File: src/rtl/core/ldra_pkg.sv
// ============================================================================
// ldra_pkg
// Shared types, constants and arithmetic helpers of the lens remap address
// generator.
// ============================================================================
package ldra_pkg;

    localparam int ImageWidthDef  = 256;
    localparam int ImageHeightDef = 256;

    // Fraction bits of the normalized Q4.28 values
    localparam int Frac = 28;

    // Quotient bits resolved per divider stage
    localparam int DivSteps = 4;

    typedef enum logic [2:0] {
        REG_FOCAL_X  = 3'd0,
        REG_FOCAL_Y  = 3'd1,
        REG_CENTRE_X = 3'd2,
        REG_CENTRE_Y = 3'd3,
        REG_K1       = 3'd4,
        REG_K2       = 3'd5,
        REG_P1       = 3'd6,
        REG_P2       = 3'd7
    } t_reg_idx;

    typedef struct packed {
        logic        [23:0] focal_x;
        logic        [23:0] focal_y;
        logic        [23:0] centre_x;
        logic        [23:0] centre_y;
        logic signed [31:0] k1;
        logic signed [31:0] k2;
        logic signed [31:0] p1;
        logic signed [31:0] p2;
    } t_cfg;

    typedef struct packed {
        logic signed [31:0] xn;
        logic signed [31:0] yn;
    } t_norm;

    typedef struct packed {
        logic signed [31:0] xd;
        logic signed [31:0] yd;
    } t_dist;

    typedef struct packed {
        logic signed [11:0] src_col;
        logic signed [11:0] src_row;
        logic        [15:0] src_address;
        logic               out_of_range;
    } t_res;

    function automatic logic signed [31:0] sat32(input logic signed [63:0] v);
        logic signed [31:0] r;
        if (v > 64'sd2147483647) begin
            r = 32'sh7FFF_FFFF;
        end else if (v < -64'sd2147483648) begin
            r = 32'sh8000_0000;
        end else begin
            r = $signed(v[31:0]);
        end
        return r;
    endfunction

    // Q4.28 product back to Q4.28, rounding toward minus infinity
    function automatic logic signed [35:0] qsh(input logic signed [63:0] p);
        return $signed(p[63:Frac]);
    endfunction

    // One restoring division step: returns {quotient bit, new remainder}
    function automatic logic [24:0] div_step(input logic [23:0] rem, input logic nbit,
                                             input logic [23:0] f);
        logic [24:0] t;
        logic [24:0] d;
        t = {rem, nbit};
        d = t - {1'b0, f};
        if (t >= {1'b0, f}) begin
            return {1'b1, d[23:0]};
        end
        return {1'b0, t[23:0]};
    endfunction

endpackage

File: src/rtl/core/ldra_regs.sv
// ============================================================================
// ldra_regs
// APB register file holding the lens calibration.
// ============================================================================
module ldra_regs (
    input  logic              i_clk,
    input  logic              i_rst_n,
    input  logic              psel,
    input  logic              penable,
    input  logic              pwrite,
    input  logic [4:0]        paddr,
    input  logic [31:0]       pwdata,
    output logic [31:0]       prdata,
    output logic              pready,
    output ldra_pkg::t_cfg    o_cfg
);

    ldra_pkg::t_cfg   r_cfg;
    ldra_pkg::t_reg_idx idx;
    logic             wr;

    assign idx    = ldra_pkg::t_reg_idx'(paddr[4:2]);
    assign wr     = psel && penable && pwrite;
    assign pready = 1'b1;
    assign o_cfg  = r_cfg;

    always_ff @(posedge i_clk) begin
        if (!i_rst_n) begin
            r_cfg.focal_x  <= 24'd585691;
            r_cfg.focal_y  <= 24'd531382;
            r_cfg.centre_x <= 24'd385036;
            r_cfg.centre_y <= 24'd242569;
            r_cfg.k1       <= -32'sd109081700;
            r_cfg.k2       <= 32'sd45220905;
            r_cfg.p1       <= 32'sd248571;
            r_cfg.p2       <= -32'sd60666;
        end else if (wr) begin
            unique case (idx)
                ldra_pkg::REG_FOCAL_X:  r_cfg.focal_x  <= pwdata[23:0];
                ldra_pkg::REG_FOCAL_Y:  r_cfg.focal_y  <= pwdata[23:0];
                ldra_pkg::REG_CENTRE_X: r_cfg.centre_x <= pwdata[23:0];
                ldra_pkg::REG_CENTRE_Y: r_cfg.centre_y <= pwdata[23:0];
                ldra_pkg::REG_K1:       r_cfg.k1       <= $signed(pwdata);
                ldra_pkg::REG_K2:       r_cfg.k2       <= $signed(pwdata);
                ldra_pkg::REG_P1:       r_cfg.p1       <= $signed(pwdata);
                ldra_pkg::REG_P2:       r_cfg.p2       <= $signed(pwdata);
                default: ;
            endcase
        end
    end

    always_comb begin
        unique case (idx)
            ldra_pkg::REG_FOCAL_X:  prdata = {8'd0, r_cfg.focal_x};
            ldra_pkg::REG_FOCAL_Y:  prdata = {8'd0, r_cfg.focal_y};
            ldra_pkg::REG_CENTRE_X: prdata = {8'd0, r_cfg.centre_x};
            ldra_pkg::REG_CENTRE_Y: prdata = {8'd0, r_cfg.centre_y};
            ldra_pkg::REG_K1:       prdata = r_cfg.k1;
            ldra_pkg::REG_K2:       prdata = r_cfg.k2;
            ldra_pkg::REG_P1:       prdata = r_cfg.p1;
            ldra_pkg::REG_P2:       prdata = r_cfg.p2;
            default:                prdata = 32'd0;
        endcase
    end

    // a completed write lands in the addressed register
    a_k1_write: assert property (@(posedge i_clk) disable iff (!i_rst_n)
        wr && idx == ldra_pkg::REG_K1 |=> r_cfg.k1 == $signed($past(pwdata)))
        else $error("k1 write lost");

endmodule

File: config.mk
export PLATFORM = sky130hd
export DESIGN_NAME = ldra_regs
export DESIGN_NICKNAME = d
export VERILOG_FILES = /design/src/rtl/core/ldra_pkg.sv /design/src/rtl/core/ldra_regs.sv
export SDC_FILE = /design/constraint.sdc
export NUM_CORES = 1
export LEC_CHECK = 0
export ABC_AREA = 1
export BUFFER_PORTS_ARGS = -buffer_cell sky130_fd_sc_hd__buf_2
export CORE_ASPECT_RATIO = 0.6
export CORE_UTILIZATION = 31
export CTS_BUF_LIST = sky130_fd_sc_hd__clkbuf_8
export DETAILED_ROUTE_END_ITERATION = 7
export PLACE_DENSITY = 0.52
export SYNTH_ARGS = -nofsm -noshare
export SYNTH_HDL_FRONTEND = slang
export SYNTH_SLANG_ARGS = --single-unit
export TNS_END_PERCENT = 100
File: constraint.sdc
create_clock -name i_clk -period 4.9 [get_ports i_clk]
set_input_delay 1.225 -clock i_clk [delete_from_list [all_inputs] [get_ports i_clk]]
set_output_delay 1.225 -clock i_clk [all_outputs]
set_load 0.005 [all_outputs]
==> metrics.yaml, run 1 <==
run_status:
  status: "completed"
sta:
  worstMarginPinSlew_ns: 0.826
  min_period_ns: 4.31
  setup_ws_ns: 0.587
  hold_violations: 0
  fmax_mhz: 232
  finalSetupTns_ns: 0
  skew_ns: 0
  relSlewSlack_pct: 44.9
  setup_viol: 0
  slew_violations: 0
  rsz0062_at_grt: "false"
  period_share_pct: 88.0
layout:
  area_delta_synth_final_pct: 25.2
  post-route-util_pct: 39.5
  largest_reg_flops: 224
  fin_cells: 2127
  final_common_cell: "nand2_1"
  regArea_um2: 4480
  multi_input_area_um2: 4670
  antenna_cells: 0
  nNetsFinal: 1727
  nFillCells: 3372
  drive_above_1_share_pct: 23.5
  layout_common_cells: "nand2_1 (351), nor2_1 (311), buf_2 (294)"
routing:
  drc: 0
  via_per_inst: 5.26
  drtAntennaViolNets: 0
  drt_wl_total_um: 49600
  drt-initial-drc-count: 1092
  dr.pass1.iters: 6
  wire_per_inst_um: 23.3
  vias: 11192
critical_path:
  worstPathRequired_ns: 3.67
  cp-end-kind: "primary output"
  cp_max_fo: 28
  critPathLaunchType: "primary input"
  arrival_ns: 3.09
  critPathKind: "in -> out"
synth:
  synth-seq-cells: 224
  synth_cell_types: 20
  ys_top_cells_by_area: "dfxtp_1 (45%), nand2_1 (13%), nor2_1 (12%), nand3_1 (7.3%), nand4_1 (6.8%)"
  synth_largest_area_cell: "dfxtp_1"
  syn-num-nets: 1497
  syn-cell-area_um2: 9870
  yosysTopAreaCellShare_pct: 45.4
  synth_seq_area_share_pct: 45.4
  yosysWarningCount: 0
  netlist_instances: 1455
  avgSynthCellArea_um2: 6.79
global_route:
  grt_pass1_vias: 9929
  grt_max_degree: 106
  antenna_found_initial: 0
  grt.overflow.total: 0
  grt_use_total_pct: 29.6
  grt_first_pass_wirelength_um: 70200
die:
  dieHeight_um: 140
  num_rows: 50
  coreArea_um2: 31300
  dieArea_um2: 32600
  dieWidth_um: 232
  initial_utilization_pct: 31.6
  io_pins: 299
clock_tree:
  holdBufCountCts: 0
  post_cts_buffers: 0
  numCtsBuffers: 40
  clockBufferDepth: 3
  cts_max_level: 2
  clock-sinks: 224
  clkSlewWorstSetupHoldPaths_ns: 0.06
  cts_tree: "built"
  clk_latency_ns: 0.55
  cts_root_buf: "clkbuf_8"
  ctsResizeCount: 0
placement:
  place_ws_ns: 0.633
  hpwl_um: 34100
  gp_congestion: 1.00
  io_buffers: 295
  dp_cells: 2059
pwr:
  p_per_area_nw_per_um2: 335
  leakagePower_uw: 0.00628
  irDropWorstVdd_mv: 0.130
flow_run:
  maxCapViolCount: 0
min_path:
  hold_path.class: "reg -> reg"
[logic make-up after synthesis]
family,Yosys count,synth area share [%]
and+or+nand+nor,924,40.2
other,1,0.0380
DFF,224,45.4
buffers and inverters,174,7.36
AOI/OAI and AO/OA,132,7.02
[power by group]
part,internal (µW),leakage [µW],switching (µW)
logic,101,0.00401,287
clock network,1040,0.000459,848
registers,1850,0.00181,22.2
total,2980,0.00628,1160
[cells in the mapped netlist]
library cell,number
nand2_1,351
nor2_1,312
dfxtp_1,224
nand3_1,144
o21ai_0,109
nand4_1,107
clkbuf_1,69
buf_2,33
inv_1,30
clkbuf_2,17
o211ai_1,13
buf_1,12
inv_2,10
o21ai_1,10
nor2_2,6
buf_4,3
nor2_4,2
conb_1,1
nand3_2,1
nand3_4,1
[cell type report]
cell class | count | share of cell area, %
Sequential cell | 224 | 36.3
Clock inverter | 17 | 1.04
Tap cell | 416 | 4.21
Clock buffer | 51 | 5.68
Multi-Input combinational cell | 1057 | 37.7
Inverter | 40 | 1.21
Timing Repair Buffer | 322 | 13.8
[routing by layer]
layer | vias up | part of all wire [%] | global-route usage, % | wire length, µm
met5 | - | 0 | 0 | 0
met4 | 0 | 2.2 | 7.44 | 1100
met3 | 66 | 10 | 9.45 | 5170
met2 | 525 | 40 | 40.4 | 19900
met1 | 5386 | 47 | 43.9 | 23500
li1 | 5215 | - | - | -
[critical path: stages]
cell	delay [ns]
buf_2	0.13
buf_4	0.25
nor2_4	0.38
nand2_1	0.15
inv_1	0.23
buf_4	0.31
nand2_1	0.09
nand3_1	0.16
buf_2	0.14
[per-stage QoR]
step | hold WS [ns] | total power [µW] | instance area, µm²
2_1_floorplan | 0.475 | 2090 | 9870
4_1_cts | 0.483 | 4160 | 12400
3_3_place_gp | 0.460 | 2280 | 11500
6_report | 0.482 | 4140 | 12400
5_1_grt | 0.506 | 4280 | 12400
3_5_place_dp | 0.467 | 2290 | 11500
[path summary, 6_finish.rpt]
check,to,from,slack (ns),depth (start not counted)
worst max-delay path,prdata[12],paddr[3],0.59,9
worst min-delay path,o_cfg[207],o_cfg[207],0.48,2
worst max register to register,o_cfg[179],o_cfg[179],4.13,2
worst min register to register,o_cfg[207],o_cfg[207],0.48,2
Note: power is estimated with default switching activity, not from simulation.
==> run 2, diff against run 1 <==
- CORE_UTILIZATION: 31 -> 30
- GPL_ROUTABILITY_DRIVEN: unset -> 0
- PLACE_DENSITY: 0.52 -> 0.5
==> run 2 against run 1 <==
  * First-iteration DRC count rose by 6.9%
  * Power decreased by 5.1%
  * Critical path depth is 1 lower
  * Sequential power about the same
  * Clock power decreased by 11%
  * Register-to-register slack lost 0.02 ns
  * Die area up 3.3%
  * Global-route usage down 1.5 points
  * Wire length is 1.7% lower
  * Combinational power shrank 2%
  * Via count down 0.60%
  * Largest cell class unchanged
==> metrics.yaml, run 2 (same netlist as run 1, synthesis figures left out) <==
layout:
  drive_above_1_share_pct: 22.9
  fin_cells: 2133
  nNetsFinal: 1723
  largest_reg_flops: 224
  layout_common_cells: "nand2_1 (351), nor2_1 (311), buf_2 (294)"
  area_delta_synth_final_pct: 24.1
  final_common_cell: "nand2_1"
  antenna_cells: 0
routing:
  met3RoutedLength_um: 5140
  wire_per_inst_um: 22.9
  vias: 11125
  wl_met2_um: 19900
  drt_wl_total_um: 48800
  via_per_inst: 5.22
  top_layer: "met4"
  dr.pass1.iters: 5
  drtAntennaViolNets: 0
  drc: 0
  drt-initial-drc-count: 1167
  wl_met1_um: 22500
die:
  initial_utilization_pct: 30.5
  io_pins: 299
  coreArea_um2: 32400
  dieArea_um2: 33700
  num_rows: 51
  dieHeight_um: 143
  dieWidth_um: 236
clock_tree:
  cts_tree: "built"
  numCtsBuffers: 38
  ctsResizeCount: 0
  clkSlewWorstSetupHoldPaths_ns: 0.06
  clock-sinks: 224
  cts_root_buf: "clkbuf_8"
  clk_latency_ns: 0.54
  cts_max_level: 2
  clockBufferDepth: 3
  holdBufCountCts: 0
  post_cts_buffers: 0
global_route:
  grt_first_pass_wirelength_um: 68900
  grt_use_total_pct: 28.1
  grt_pass1_vias: 9911
  grt.overflow.total: 0
  grt_max_degree: 99
  antenna_found_initial: 3
pwr:
  irDropWorstVdd_mv: 0.157
  p_per_area_nw_per_um2: 321
  leakagePower_uw: 0.00625
critical_path:
  critPathLaunchType: "primary input"
  cp_max_fo: 50
  worstPathRequired_ns: 3.67
  arrival_ns: 2.99
  cp-end-kind: "primary output"
  regToRegSetupSlack_ns: 4.11
  critPathKind: "in -> out"
sta:
  hold_violations: 0
  relSlewSlack_pct: 22.0
  period_share_pct: 86.1
  slew_violations: 0
  setup_viol: 0
  finalSetupTns_ns: 0
  fmax_mhz: 237
  min_period_ns: 4.22
  worstMarginPinSlew_ns: 1.17
  rsz0062_at_grt: "false"
  whs_ns: 0.481
  skew_ns: 0
flow_run:
  maxCapViolCount: 0
placement:
  hpwl_um: 33700
  dp_cells: 2065
  io_buffers: 295
min_path:
  hold_path.class: "reg -> reg"
run_status:
  status: "completed"
[run 2: final cells by class]
| type | count | area [µm²] |
|---|---|---|
| fillers | 3453 | 20200 |
| multi-input cells | 1057 | 4670 |
| flip-flops and latches | 224 | 4480 |
| repair buffers | 320 | 1700 |
| clock buffers | 47 | 647 |
| well taps | 424 | 531 |
| inverters | 40 | 150 |
| clock inverters | 21 | 85.1 |
[run 2: report_power, final]
| group | total (µW) | internal, µW | switching, µW |
|---|---|---|---|
| registers | 1870 | 1850 | 22.3 |
| logic | 381 | 100 | 281 |
| clock network | 1680 | 863 | 819 |
| total | 3930 | 2810 | 1120 |
[run 2: worst max-delay path, stage by stage]
cell and delay [ns]:
buf_2 0.37, inv_2 0.09, buf_12 0.21, nand4_1 0.10, nand2_1 0.08, nor2_1 0.50, nand3_1 0.21, buf_2 0.19
[run 2: routing by layer]
layer  GRT usage [%]  vias to the layer above
met2            39.7                      554
li1                -                     5212
met5               0                        -
met3            9.56                       78
met4            8.27                        0
met1            39.9                     5281
[run 2: path summary, 6_finish.rpt]
kind	endpoint	from	cells past startpoint
worst max-delay path	prdata[14]	paddr[3]	8
worst min-delay path	o_cfg[203]	o_cfg[203]	2
worst max register to register	o_cfg[198]	o_cfg[198]	2
worst min register to register	o_cfg[203]	o_cfg[203]	2
[run 2: metrics by stage]
step	worst slack [ns]	util (%)	power [µW]	area, µm²
after global routing	0.600	37.8	4070	12300
after CTS	0.790	37.8	3950	12300
after detailed placement	0.804	35.6	2280	11500
after global placement	0.796	35.6	2280	11500
after floorplan	1.46	-	2090	9870
final	0.682	37.8	3930	12300
==> run 3, diff against run 2 <==
- BUFFER_PORTS_ARGS: -buffer_cell sky130_fd_sc_hd__buf_2 -> unset
- CORE_UTILIZATION: 30 -> 40
- DONT_BUFFER_PORTS: unset -> 1
- PLACE_DENSITY: 0.5 -> 0.53
==> run 3 against run 2 <==
  * Fmax rose by 6.9%
  * Register-to-register slack improved by 0.05 ns
  * Sequential power barely moved
  * Combinational power fell by 52%
  * Via count fell by 12%
  * Critical endpoint is now prdata[0]
  * Count of clock-buffer cells in the layout fell by 1
  * Cell count fell by 19%
==> metrics.yaml, run 3 (same netlist as run 1, synthesis figures left out) <==
critical_path:
  crit_end: "prdata[0]"
  cp-end-kind: "primary output"
  crit_chain: "nand2_1 -> nor2_2 -> nand2_1 -> nand2_1 -> nor2_1 -> nand3_1"
  cp.depth: 6
  r2r_end: "o_cfg[82]"
  slowest_delay_ns: 0.76
  reg2reg_depth: 2
  cp_max_fo: 81
  arrival_ns: 2.72
  cp_num_buf_inv: 0
  regToRegSetupSlack_ns: 4.16
  critPathLaunchType: "primary input"
  crit_path_start: "paddr[2]"
  critPathKind: "in -> out"
  critical_path.slowest_cell: "nor2_2"
  crit_top_cell: "nand2_1"
  worstPathRequired_ns: 3.67
  crit_family: "simple AND/OR/NAND/NOR gates"
  timing.rr.start: "o_cfg[82]"
layout:
  antenna_cells: 0
  layout_common_cells: "nand2_1 (351), nor2_1 (311), dfxtp_1 (224)"
  nFillCells: 2579
  drive_above_1_share_pct: 6.16
  post-route-util_pct: 43.5
  area_delta_synth_final_pct: 6.64
  final_common_cell: "nand2_1"
  largest_reg_flops: 224
  nNetsFinal: 1418
clock_tree:
  clock-sinks: 224
  post_cts_buffers: 0
  numCtsBuffers: 37
  ctsResizeCount: 0
  holdBufCountCts: 0
  cts_tree: "built"
  cts_max_level: 2
  clk_latency_ns: 0.55
  cts_root_buf: "clkbuf_8"
  clockBufferDepth: 3
  clkSlewWorstSetupHoldPaths_ns: 0.06
global_route:
  antenna_found_initial: 1
  grt_use_total_pct: 33.6
  grt.overflow.total: 0
  top_usage_layer: "met1"
  grt_first_pass_wirelength_um: 61400
  grt_max_degree: 225
  grt_pass1_vias: 8440
  grt_use_met2_pct: 45.7
  met3_usage_pct: 14.2
  use_met1_pct: 48.1
die:
  initial_utilization_pct: 40.8
  num_rows: 44
  dieArea_um2: 25300
  io_pins: 299
  dieWidth_um: 205
  coreArea_um2: 24200
  dieHeight_um: 124
sta:
  skew_ns: 0
  min_period_ns: 3.95
  rsz0062_at_grt: "false"
  period_share_pct: 80.5
  setup_viol: 0
  fmax_mhz: 253
  slew_violations: 0
  hold_violations: 0
  worstMarginPinSlew_ns: 1.02
  relSlewSlack_pct: 31.9
  finalSetupTns_ns: 0
run_status:
  status: "completed"
pwr:
  p_per_area_nw_per_um2: 350
  irDropWorstVdd_mv: 0.161
  leakagePower_uw: 0.00495
placement:
  io_buffers: 0
  hpwl_um: 29100
routing:
  wire_per_inst_um: 25.7
  via_per_inst: 5.73
  drt_wl_total_um: 44200
  vias: 9843
  dr.pass1.iters: 6
  drtAntennaViolNets: 0
  drt-initial-drc-count: 1217
  drc: 0
min_path:
  hold_path.class: "reg -> reg"
  hold_start: "o_cfg[183]"
flow_run:
  maxCapViolCount: 0
[run 3: cell types whose count changed in the layout (fill, tap and decap cells not counted)]
cell        previous run  this run
buf_2                294         0
clkbuf_8              47        46
buf_4                 23        15
buf_12                 2         1
clkinv_2               2         1
buf_6                  1         0
inv_1                 48        41
clkinvlp_4             1         2
[run 3: power by group]
group	internal, µW	switching, µW	leakage, µW
Sequential	1850	30.5	0.00181
Combinational	51.5	132	0.00275
Clock	839	786	0.000394
[run 3: worst reg2reg max path, cell delays in order (launching register included)]
cell,delay [ns]
dfxtp_1,0.44
o21ai_0,0.13
nor2_1,0.11
[run 3: per-stage QoR]
stage               area (µm²)  total power, µW  setup WS (ns)  hold slack (ns)  cells
finish                   10500             3680          0.953            0.504   1719
global route             10500             3820          0.831            0.526   1719
CTS                      10500             3710          0.995            0.505   1719
detailed placement        9840             2100          0.995            0.496   1659
global placement          9840             2090          0.975            0.489   1659
floorplan                 9870             2090           1.46            0.475   1455
[run 3: worst min-delay path by stage]
stage,to,cells after the start
6_report,o_cfg[183],2
5_1_grt,o_cfg[185],2
3_5_place_dp,o_cfg[183],2
3_3_place_gp,o_cfg[107],2
2_1_floorplan,o_cfg[120],2
4_1_cts,o_cfg[183],2
[run 3: metal layers]
metal  up-vias  wire [µm]
met1      4646      19600
met3        49       6070
li1       4585          -
met4         2        636
met2       561      17800
met5         -         13
[run 3: layout make-up]
class	instances	area (µm²)	share of cell area, %
Timing Repair Buffer	16	133	1.26
Clock inverter	14	61.3	0.582
Clock buffer	46	633	6.01
Multi-Input combinational cell	1057	4670	44.3
Sequential cell	224	4480	42.6
Tap cell	322	403	3.83
Inverter	40	150	1.43
